===== src/rtl/lrks_pkg.sv =====
// Shared types and constants for the LRU link key store.
package lrks_pkg;

  localparam int ADDR_W  = 48;
  localparam int KEY_W   = 64;
  localparam int KKIND_W = 8;
  localparam int DATA_W  = ADDR_W + 2 * KEY_W + KKIND_W;

  typedef enum logic [1:0] {
    KIND_LOOKUP = 2'd0,
    KIND_PUT    = 2'd1,
    KIND_DELETE = 2'd2,
    KIND_NONE   = 2'd3
  } kind_t;

  typedef enum logic [2:0] {
    ST_IDLE,
    ST_SCAN,
    ST_DECIDE,
    ST_UPDATE,
    ST_DONE
  } state_t;

  // Per-entry verdict of the shared compare unit.
  typedef struct packed {
    logic match;
    logic below;
    logic above;
  } unit_flags_t;

endpackage


===== src/rtl/lrks_ram.sv =====
// Generic single-write, single-read RAM with a registered read port.
module lrks_ram #(
  parameter int WIDTH = 8,
  parameter int DEPTH = 16,
  parameter int AW    = (DEPTH > 1) ? $clog2(DEPTH) : 1
) (
  input  logic             clk,
  input  logic             we,
  input  logic [AW-1:0]    waddr,
  input  logic [WIDTH-1:0] wdata,
  input  logic [AW-1:0]    raddr,
  output logic [WIDTH-1:0] rdata
);

  logic [WIDTH-1:0] mem [DEPTH];

  always_ff @(posedge clk) begin
    if (we) begin
      mem[waddr] <= wdata;
    end
    rdata <= mem[raddr];
  end

endmodule


===== src/rtl/lrks_unit.sv =====
// Shared per-entry unit: address match, rank compares and rank step.
module lrks_unit #(
  parameter int IW = 4,
  parameter int CW = 5
) (
  input  logic                       entry_valid,
  input  logic [lrks_pkg::ADDR_W-1:0] entry_addr,
  input  logic [lrks_pkg::ADDR_W-1:0] key_addr,
  input  logic [IW-1:0]              rank,
  input  logic [CW-1:0]              limit,
  input  logic [IW-1:0]              ref_rank,
  input  logic                       down,
  output lrks_pkg::unit_flags_t      flags,
  output logic [IW-1:0]              next_rank
);

  always_comb begin
    flags.match = entry_valid && (entry_addr == key_addr);
    flags.below = entry_valid && ({{(CW-IW){1'b0}}, rank} < limit);
    flags.above = entry_valid && (rank > ref_rank);
    next_rank   = down ? (rank - IW'(1)) : (rank + IW'(1));
  end

endmodule


===== src/rtl/lru_link_key_store.sv =====
// Top level of the LRU link key store: sequencer, entry storage and result registers.
//
// One item is taken when start is high and busy is low. The block then walks the
// table one entry per cycle through the entry RAM read port to find the address, a
// free entry and the least recent entry, and, when the item changes the table, walks
// the rank RAM once more to rewrite the recency ranks. An item that leaves the table
// unchanged (a miss, a delete miss, an unused kind) goes from the scan through the
// decide state to its result; one that changes it adds the rank walk; busy falls
// in the cycle after the result. Each item gives exactly one result, shown for one
// cycle with out_strobe high; the receiver cannot stall it. The valid bits clear at
// reset, so the table is empty at once and no clearing pass is needed.
module lru_link_key_store #(
  parameter int ENTRIES = 16
) (
  input  logic                          clk,
  input  logic                          rst_n,
  input  logic                          start,
  output logic                          busy,
  input  logic [1:0]                    in_kind,
  input  logic [lrks_pkg::ADDR_W-1:0]   in_device_address,
  input  logic [lrks_pkg::KEY_W-1:0]    in_key_upper,
  input  logic [lrks_pkg::KEY_W-1:0]    in_key_lower,
  input  logic [lrks_pkg::KKIND_W-1:0]  in_key_kind,
  output logic                          out_strobe,
  output logic                          out_found,
  output logic [lrks_pkg::KEY_W-1:0]    out_key_upper,
  output logic [lrks_pkg::KEY_W-1:0]    out_key_lower,
  output logic [lrks_pkg::KKIND_W-1:0]  out_key_kind
);

  localparam int IW = (ENTRIES > 1) ? $clog2(ENTRIES) : 1;
  localparam int CW = $clog2(ENTRIES + 1);
  localparam logic [CW-1:0] LAST = CW'(ENTRIES);

  lrks_pkg::state_t state_r, state_nxt;

  logic [1:0]                   kind_r;
  logic [lrks_pkg::ADDR_W-1:0]  addr_r;
  logic [lrks_pkg::KEY_W-1:0]   ku_r, kl_r;
  logic [lrks_pkg::KKIND_W-1:0] kk_r;

  logic [CW-1:0] cnt_r;
  logic [ENTRIES-1:0] valid_r;

  logic          hit_r, free_r;
  logic [IW-1:0] hit_idx_r, hit_rank_r, free_idx_r, max_idx_r, max_rank_r;
  logic [lrks_pkg::KEY_W-1:0]   hu_r, hl_r;
  logic [lrks_pkg::KKIND_W-1:0] hk_r;

  logic [IW-1:0] s_r;
  logic [CW-1:0] limit_r;
  logic          down_r;

  logic                          found_r;
  logic [lrks_pkg::KEY_W-1:0]    ou_r, ol_r;
  logic [lrks_pkg::KKIND_W-1:0]  ok_r;

  // Control decoded from the state.
  logic scan_st, decide_st, update_st, proc;
  logic [CW-1:0] ridx_full;
  logic [IW-1:0] ridx, rd_addr;

  // Decision made at the end of the scan.
  logic          upd;
  logic [IW-1:0] s_nxt;
  logic [CW-1:0] limit_nxt;

  logic [lrks_pkg::DATA_W-1:0] data_rd, data_wr;
  logic                        data_we;
  logic [IW-1:0]               rank_rd, rank_wr, next_rank, ref_rank;
  logic                        rank_we;
  lrks_pkg::unit_flags_t       flags;

  logic [lrks_pkg::ADDR_W-1:0]  e_addr;
  logic [lrks_pkg::KEY_W-1:0]   e_ku, e_kl;
  logic [lrks_pkg::KKIND_W-1:0] e_kk;

  assign {e_addr, e_ku, e_kl, e_kk} = data_rd;
  assign data_wr = {addr_r, ku_r, kl_r, kk_r};

  assign ridx_full = cnt_r - CW'(1);
  assign ridx      = ridx_full[IW-1:0];
  assign rd_addr   = cnt_r[IW-1:0];

  lrks_ram #(.WIDTH(lrks_pkg::DATA_W), .DEPTH(ENTRIES), .AW(IW)) u_data_ram (
    .clk   (clk),
    .we    (data_we),
    .waddr (s_nxt),
    .wdata (data_wr),
    .raddr (rd_addr),
    .rdata (data_rd)
  );

  lrks_ram #(.WIDTH(IW), .DEPTH(ENTRIES), .AW(IW)) u_rank_ram (
    .clk   (clk),
    .we    (rank_we),
    .waddr (ridx),
    .wdata (rank_wr),
    .raddr (rd_addr),
    .rdata (rank_rd)
  );

  assign ref_rank = update_st ? limit_r[IW-1:0] : max_rank_r;

  lrks_unit #(.IW(IW), .CW(CW)) u_unit (
    .entry_valid (valid_r[ridx]),
    .entry_addr  (e_addr),
    .key_addr    (addr_r),
    .rank        (rank_rd),
    .limit       (limit_r),
    .ref_rank    (ref_rank),
    .down        (down_r),
    .flags       (flags),
    .next_rank   (next_rank)
  );

  // Target entry and rank window once the scan is complete.
  always_comb begin
    upd       = 1'b0;
    s_nxt     = hit_idx_r;
    limit_nxt = {{(CW-IW){1'b0}}, hit_rank_r};
    unique case (lrks_pkg::kind_t'(kind_r))
      lrks_pkg::KIND_LOOKUP: upd = hit_r;
      lrks_pkg::KIND_DELETE: upd = hit_r;
      lrks_pkg::KIND_PUT: begin
        upd = 1'b1;
        if (!hit_r && free_r) begin
          // Every valid entry ages when a free entry is taken.
          s_nxt     = free_idx_r;
          limit_nxt = LAST;
        end else if (!hit_r) begin
          s_nxt     = max_idx_r;
          limit_nxt = {{(CW-IW){1'b0}}, max_rank_r};
        end
      end
      default: upd = 1'b0;
    endcase
  end

  always_comb begin
    state_nxt = state_r;
    unique case (state_r)
      lrks_pkg::ST_IDLE:   if (start) state_nxt = lrks_pkg::ST_SCAN;
      lrks_pkg::ST_SCAN:   if (cnt_r == LAST) state_nxt = lrks_pkg::ST_DECIDE;
      lrks_pkg::ST_DECIDE: state_nxt = upd ? lrks_pkg::ST_UPDATE : lrks_pkg::ST_DONE;
      lrks_pkg::ST_UPDATE: if (cnt_r == LAST) state_nxt = lrks_pkg::ST_DONE;
      lrks_pkg::ST_DONE:   state_nxt = lrks_pkg::ST_IDLE;
      default:             state_nxt = lrks_pkg::ST_IDLE;
    endcase
  end

  always_comb begin
    busy       = (state_r != lrks_pkg::ST_IDLE);
    out_strobe = (state_r == lrks_pkg::ST_DONE);
    scan_st    = (state_r == lrks_pkg::ST_SCAN);
    decide_st  = (state_r == lrks_pkg::ST_DECIDE);
    update_st  = (state_r == lrks_pkg::ST_UPDATE);
    // Read data for entry cnt_r-1 is present while cnt_r is past zero.
    proc       = (scan_st || update_st) && (cnt_r != '0);
    data_we    = decide_st && (lrks_pkg::kind_t'(kind_r) == lrks_pkg::KIND_PUT);
    rank_we    = update_st && proc &&
                 ((ridx == s_r) || (flags.below && !down_r) || (flags.above && down_r));
    rank_wr    = (ridx == s_r) ? '0 : next_rank;
  end

  assign out_found     = found_r;
  assign out_key_upper = ou_r;
  assign out_key_lower = ol_r;
  assign out_key_kind  = ok_r;

  always_ff @(posedge clk) begin
    if (!rst_n) begin
      state_r <= lrks_pkg::ST_IDLE;
      cnt_r   <= '0;
      valid_r <= '0;
      hit_r   <= 1'b0;
      free_r  <= 1'b0;
      found_r <= 1'b0;
    end else begin
      state_r <= state_nxt;

      if (state_r == lrks_pkg::ST_IDLE && start) begin
        kind_r     <= in_kind;
        addr_r     <= in_device_address;
        ku_r       <= in_key_upper;
        kl_r       <= in_key_lower;
        kk_r       <= in_key_kind;
        cnt_r      <= '0;
        hit_r      <= 1'b0;
        free_r     <= 1'b0;
        max_idx_r  <= '0;
        max_rank_r <= '0;
      end

      if (scan_st || update_st) begin
        cnt_r <= (cnt_r == LAST) ? '0 : cnt_r + CW'(1);
      end

      if (scan_st && proc) begin
        if (flags.match && !hit_r) begin
          hit_r      <= 1'b1;
          hit_idx_r  <= ridx;
          hit_rank_r <= rank_rd;
          hu_r       <= e_ku;
          hl_r       <= e_kl;
          hk_r       <= e_kk;
        end
        if (!valid_r[ridx] && !free_r) begin
          free_r     <= 1'b1;
          free_idx_r <= ridx;
        end
        if (flags.above) begin
          max_idx_r  <= ridx;
          max_rank_r <= rank_rd;
        end
      end

      if (decide_st) begin
        s_r     <= s_nxt;
        limit_r <= limit_nxt;
        down_r  <= (lrks_pkg::kind_t'(kind_r) == lrks_pkg::KIND_DELETE);
        found_r <= hit_r && (lrks_pkg::kind_t'(kind_r) != lrks_pkg::KIND_NONE);
        if (lrks_pkg::kind_t'(kind_r) == lrks_pkg::KIND_LOOKUP && hit_r) begin
          ou_r <= hu_r;
          ol_r <= hl_r;
          ok_r <= hk_r;
        end else begin
          ou_r <= '0;
          ol_r <= '0;
          ok_r <= '0;
        end
        if (lrks_pkg::kind_t'(kind_r) == lrks_pkg::KIND_PUT) begin
          valid_r[s_nxt] <= 1'b1;
        end else if (lrks_pkg::kind_t'(kind_r) == lrks_pkg::KIND_DELETE && hit_r) begin
          valid_r[s_nxt] <= 1'b0;
        end
      end
    end
  end

endmodule

===== config.mk =====
export PLATFORM = sky130hd
export DESIGN_NAME = lru_link_key_store
export DESIGN_NICKNAME = d
export VERILOG_FILES = /design/src/rtl/lrks_pkg.sv /design/src/rtl/lrks_ram.sv /design/src/rtl/lrks_unit.sv /design/src/rtl/lru_link_key_store.sv
export SDC_FILE = /design/constraint.sdc
export NUM_CORES = 2
export LEC_CHECK = 0
export ABC_AREA = 1
export CELL_PAD_IN_SITES_DETAIL_PLACEMENT = 0
export CELL_PAD_IN_SITES_GLOBAL_PLACEMENT = 1
export CORE_MARGIN = 2
export CORE_UTILIZATION = 40
export CTS_BUF_LIST = sky130_fd_sc_hd__clkbuf_8
export DETAILED_ROUTE_END_ITERATION = 10
export DONT_BUFFER_PORTS = 1
export PLACE_DENSITY_LB_ADDON = 0.12
export SLEW_MARGIN = 0
export SYNTH_ARGS = -nofsm -noshare
export SYNTH_HDL_FRONTEND = slang
export SYNTH_SLANG_ARGS = --single-unit

===== constraint.sdc =====
create_clock -name clk -period 46.2 [get_ports clk]
set_clock_uncertainty 0.1 [all_clocks]
set_input_delay 9.24 -clock clk [delete_from_list [all_inputs] [get_ports clk]]
set_output_delay 9.24 -clock clk [all_outputs]
set_load 0.005 [all_outputs]

Word-level counts from Yosys, hierarchy flattened
Memory sizes are Yosys's and may differ from the RTL's. A register that Yosys moved wholly into a read port is not among the register bits.
Cells that the tools add are included.
{"block": "word_totals", "register_bits": 515, "latchBits": 0, "ram_bits": 3008, "romBits": 0, "inputBits": 189, "out_inout_bits": 139, "wordCells": 131, "mem_count": 2}
{"block": "classes", "addsub": 4, "n_mul": 0, "div": 0, "magnitude_cmp": 5, "n_eq_ne": 13, "shifts": 0, "mux": 40, "bitwise": 3, "reduce_logical": 38}
{"name": "u_data_ram.mem", "words": 16, "width": 184, "read_ports": 1, "rd_clocked_by_memory_dff": 1, "write_ports": 1, "line_no": "lrks_ram.sv:15", "text": "logic [WIDTH-1:0] mem [DEPTH];"}
{"name": "u_rank_ram.mem", "words": 16, "width": 4, "read_ports": 1, "rd_clocked_by_memory_dff": 1, "write_ports": 1, "line_no": "lrks_ram.sv:15"}
{"operator": "$mux 4", "count": 14}
{"operator": "$eq 48x48->1", "count": 1}
{"operator": "$mux 16", "count": 2}
{"operator": "$mux 5", "count": 4}
{"operator": "$logic_and 1x1->1", "count": 18}
{"operator": "$and 16x16->16", "count": 1}
{"operator": "$not 16->16", "count": 1}
{"operator": "$or 16x16->16", "count": 1}
{"operator": "$mux 1", "count": 12}
{"operator": "$mux 3", "count": 4}
{"operator": "$pmux 3 s4", "count": 1}
{"operator": "$lt 4x5->1 const B", "count": 2}
{"operator": "$reduce_and 3->1", "count": 3}
{"operator": "$sub 4x1->4 const B", "count": 2}
{"operator": "$eq 3x2->1 const B", "count": 2}
{"operator": "$reduce_and 2->1", "count": 3}
{"operator": "$add 5x1->5 const B", "count": 1}
{"operator": "$eq 5x5->1 const B", "count": 1}
{"operator": "$lt 4x5->1", "count": 1}
{"operator": "$reduce_bool 5->1", "count": 1}
{"operator": "$add 4x1->4 const B", "count": 1}
{"operator": "$bmux 1 s4", "count": 1}
{"operator": "$demux 1 s4", "count": 1}
{"operator": "$eq 4x4->1", "count": 1}
{"operator": "other kinds (16)", "count": 24}

Longest topological paths before layout
{"block": "logic_depth", "word_depth": 12, "depth_mapped": 19, "mapped_depth_nobuf": 16}

Hierarchy
From an unflattened synthesis, not the netlist that was laid out.
{"block": "unflattened", "cells_unflattened": 12806, "area_unflattened_um2": 147625.3}
{"module": "lrks_ram at u_data_ram", "instances": 1, "cells_each": 11157, "area_each_um2": 125778.1, "seq_area_each_um2": 92088.3}
{"module": "lru_link_key_store", "instances": 1, "cells_each": 1126, "area_each_um2": 17777.0, "seq_area_each_um2": 15194.6}
{"module": "lrks_ram at u_rank_ram", "instances": 1, "cells_each": 290, "area_each_um2": 2966.6, "seq_area_each_um2": 2001.9}
{"module": "lrks_unit", "instances": 1, "cells_each": 233, "area_each_um2": 1103.6, "seq_area_each_um2": 0.0}

Worst setup path before layout
OpenSTA, ideal clock, no wires.
{"block": "synth_path", "path_kind": "register to register", "startpoint": "register state_r[1]", "endpoint": "memory u_data_ram.mem[10][0] (netlist name), enable pin", "setup_time_ns": 1.178, "arrival_ns": 18.564, "t_required_ns": 44.922, "setup_slack_ns": 26.358, "stages_incl_launch_ff": 6, "n_path_buf": 1, "synth_period_minus_slack_ns": 19.842, "cell_sequence": "dfxtp_1 > inv_1 > nor3_1 > clkbuf_1 > nand2_1 > nor4_1"}
{"block": "synth_between", "elab_chain_len": 4}
{"element": "start: declaration", "line_no": "lru_link_key_store.sv:35", "text": "lrks_pkg::state_t state_r, state_nxt;"}
{"element": "start signal: assignment", "line_no": "lru_link_key_store.sv:173", "text": "state_r <= lrks_pkg::ST_IDLE;"}
{"element": "start signal: assignment", "line_no": "lru_link_key_store.sv:180", "text": "state_r <= state_nxt;"}
{"element": "$eq 3x2->1", "line_no": "lru_link_key_store.sv:156", "text": "decide_st = (state_r == lrks_pkg::ST_DECIDE);"}
{"element": "$logic_and 1x1->1", "line_no": "lru_link_key_store.sv:160", "text": "data_we = decide_st && (lrks_pkg::kind_t'(kind_r) == lrks_pkg::KIND_PUT);"}
{"element": "$mux 1", "line_no": "lrks_ram.sv:18", "text": "if (we) begin"}
{"element": "$mux 1 (not written as such)", "line_no": "lrks_ram.sv:19", "text": "mem[waddr] <= wdata;"}
{"element": "end: declaration", "line_no": "lrks_ram.sv:15"}
Every way passes these cells.

Worst setup path after layout
{"block": "layout_path", "startpoint": "register state_r[2]", "endpoint": "output busy"}
{"block": "layout_between", "elab_chain_len": 1}
{"element": "$reduce_bool 3->1", "line_no": "lru_link_key_store.sv:153", "text": "busy = (state_r != lrks_pkg::ST_IDLE);"}
{"element": "end: declaration", "line_no": "lru_link_key_store.sv:18", "text": "output logic busy,"}
Every way passes these cells.

==> impl_results.md <==
* Status: finished clean
* CTS Buf Count at 629
* Layout cells sized above 1 at 9.62%
* HP Start: u_data_ram.rdata[23]$_DFF_P_
* Slew margin rel. at 12.7%
* Leading cell type in the layout, fill and taps excluded: edfxtp_1
* FF+latch count, synth at 3711
* Sequential fraction of the synthesis area at 79.3%
* Max cap viols at 0
* H-tree depth at 6
* Row cnt at 215
* WHS Path Cells at 0
* Combinational fraction of design power at 14.2%
* Critical Path RT at ~37000 ps
* GRT Util Overall at between 20% and 30%
* Worst Hold Path EP: hl_r[15]$_DFFE_PP_
* Clock buffer depth at 4
* Crit-path max FO at 4
* Min cycle time layout at 11200 ps
* Pre-CTS WS at 33840 ps
* Via count at 81800
* FF-to-FF Start: cnt_r[0]$_SDFFE_PN0P_
* Synth area leaders: edfxtp_1 76%, o21ai_0 5.6%, nor2_1 4.7%
* Mean Syn Cell Area at 14.2 sq um
* Final Hold Vio Count at 0
* Area leader, netlist: edfxtp_1
* Root Driver: clkbuf_8
* Finished Layout Cells at 14900
* P&R area growth vs syn at 12.0%
* Syn_nets at 9896
* Final setup viols at 0
* Number of global-route vias before repair at 81200
* Routed len/inst at 26.2 microns
* P_int at 5670 uW
* Post-route ant nets at 0
* R2R setup slack at 39850 ps
* Vias per cell at 5.48
* Initial Util at about two fifths
* Top cell type's share of synthesized area at 76.2%
* F_max at just under 90 MHz
* DRC at 0
* Port Buffer Count at 0
* Worst-margin pin slew at ~1300 ps
* Final slew viol count at 0
* Post-place instance area at about 140000 sq um
* CP Capture Type: output port
* Clock Sinks at 3711
* CTS tree: done
* Yosys warning total at 0
* TNS Setup at 0 ps
* Final GP Congestion at 0.750
* Commonest cells after routing, fill and taps aside: 3496 x edfxtp_1, 1715 x nor2_1, 1535 x o21ai_0
* Ports at ~330
* DP Cell Count at ~14000
* Grt ovf at 0
* CTS Hold Bufs at 0
* Crit path DAT at 1860 ps
* Clock Latency Late Sink at 1190 ps
* Core Util, Final at 45.0%
* Total Wirelength at roughly 400000 microns
* R2R cell count at 10
* Setup crit start kind: register
* Die height at 591 microns
* Final worst slack at 35000 ps
* Part of the power in the clock network at roughly a third
* Leak at slightly above 0.05 uW
* Largest net degree at the start of global routing at 210
* Crit Path Category: register to output port
* HP Class: register to register
* Reg power frac at 51.1%
* Sw power at 2340 uW
* # nets final at 10000
* Core footprint at 343000 sq um
* Final Cycle Share at around a quarter
* Die ar. at 349000 sq um
* Switching Share at 29.2%
* Global-route wire length before repair at about 560000 microns
* Reg2reg end: u_data_ram.rdata[96]$_DFF_P_
* Power density cells at 51.9 nW/um^2
* Clock transition at the registers of the reported paths at approximately 60 ps
* Peak supply drop at 45.3 uV
* Design area at 154000 sq um
* Iter 0 DRT Violations at 6678
* First-pass DRT Iterations at 6
* Syn Std Cell Area at 138000 sq um
* DIE WIDTH at 591 microns
* Cells after Synth at between 9000 and 10000
* Dpl hpwl at 185000 microns
* # fillers at 30700
* Unique masters post-synth at 36
* RSZ-0062 raised after global routing: false
* Post-cts resize count at 0
* Post CTS Setup Buffer Count at 0
* Initial antenna violation count at 9
-- cells in the mapped netlist --
| cell | n |
|---|---|
| a21boi_0 | 1 |
| a21oi_1 | 27 |
| a22o_1 | 1 |
| buf_1 | 20 |
| buf_2 | 152 |
| buf_4 | 9 |
| buf_6 | 5 |
| clkbuf_1 | 450 |
| dfxtp_1 | 215 |
| edfxtp_1 | 3496 |
| fa_1 | 1 |
| ha_1 | 14 |
| inv_1 | 212 |
| inv_2 | 13 |
| nand2_1 | 549 |
| nand2_2 | 6 |
| nand3_1 | 334 |
| nand3_2 | 1 |
| nand3b_1 | 1 |
| nand4_1 | 18 |
| nor2_1 | 1720 |
| nor2_2 | 4 |
| nor2_4 | 6 |
| nor3_1 | 11 |
| nor3b_1 | 1 |
| nor4_1 | 4 |
| o211ai_1 | 96 |
| o21ai_0 | 1535 |
| o21ai_1 | 6 |
| o21bai_1 | 1 |
| o221ai_1 | 280 |
| o22ai_1 | 482 |
| or2_1 | 1 |
| or2_2 | 1 |
| xnor2_1 | 7 |
| xor2_1 | 12 |
-- stage by stage --
stage	power, uW	hold slack, ps
after CTS	8110	273
after global placement	5290	287
after floorplan	4920	286
after global routing	8400	287
after detailed placement	5310	289
final	8010	284
-- metal layers --
layer  track usage, %  wire (microns)
met1             29.7          172000
met2             37.0          191000
met3             2.88           19400
met4             5.45            7860
met5                0               0
-- power by group through the flow --
| stage | sequential, uW | combinational [uW] | clock (uW) |
|---|---|---|---|
| global route | 4120 | 1270 | 3000 |
| floorplan | 4090 | 825 | 0 |
| finish | 4100 | 1140 | 2780 |
| global placement | 4160 | 1120 | 0 |
| CTS | 4100 | 1150 | 2860 |
| detailed placement | 4170 | 1150 | 0 |
-- cell families after synthesis --
| kind of cell | share of synthesized area [%] |
|---|---|
| XOR/XNOR | 0.121 |
| AO/OA/AOI/OAI | 10.2 |
| flip-flops | 79.3 |
| buffers and inverters | 2.54 |
| adder cells (fa/ha/maj) | 0.142 |
| AND/OR/NAND/NOR | 7.66 |
-- layout make-up --
cell class / instances / area, sq um / share of cell area [%]
flip-flops and latches: 3711 / 109000 / 70.8
multi-input cells: 5120 / 25100 / 16.3
clock buffers: 685 / 9430 / 6.11
well taps: 4557 / 5700 / 3.70
clock inverters: 472 / 2490 / 1.62
repair buffers: 146 / 1360 / 0.881
inverters: 225 / 920 / 0.596
diodes: 4 / 10.0 / 0.00649
-- worst max-delay path by stage --
| stage | slack, ps | end | from |
|---|---|---|---|
| 2_1_floorplan | 26360 | u_data_ram.mem[10][0]$_DFFE_PP_ | state_r[1]$_SDFFE_PN0P_ |
| 3_3_place_gp | 33890 | hu_r[19]$_DFFE_PP_ | rst_n |
| 3_5_place_dp | 33840 | hu_r[21]$_DFFE_PP_ | rst_n |
| 4_1_cts | 34860 | busy | state_r[2]$_SDFFE_PN0P_ |
| 5_1_grt | 34850 | busy | state_r[2]$_SDFFE_PN0P_ |
| 6_report | 35000 | busy | state_r[2]$_SDFFE_PN0P_ |
-- critical path: stages (launching register included) --
cell and delay (ps):
dfxtp_1 330, nor3_1 240, inv_1 120
-- sequential cells by signal (all words and copies together), names as in the netlist, 8 cells and up, named ones only --
signal            count
hk_r                  8
kl_r                 64
out_key_upper        64
out_key_kind          8
kk_r                  8
hl_r                 64
out_key_lower        64
ku_r                 64
u_data_ram.mem     2944
u_rank_ram.mem       64
hu_r                 64
addr_r               48
u_data_ram.rdata    184
Note: power is estimated with default switching activity, not from simulation.
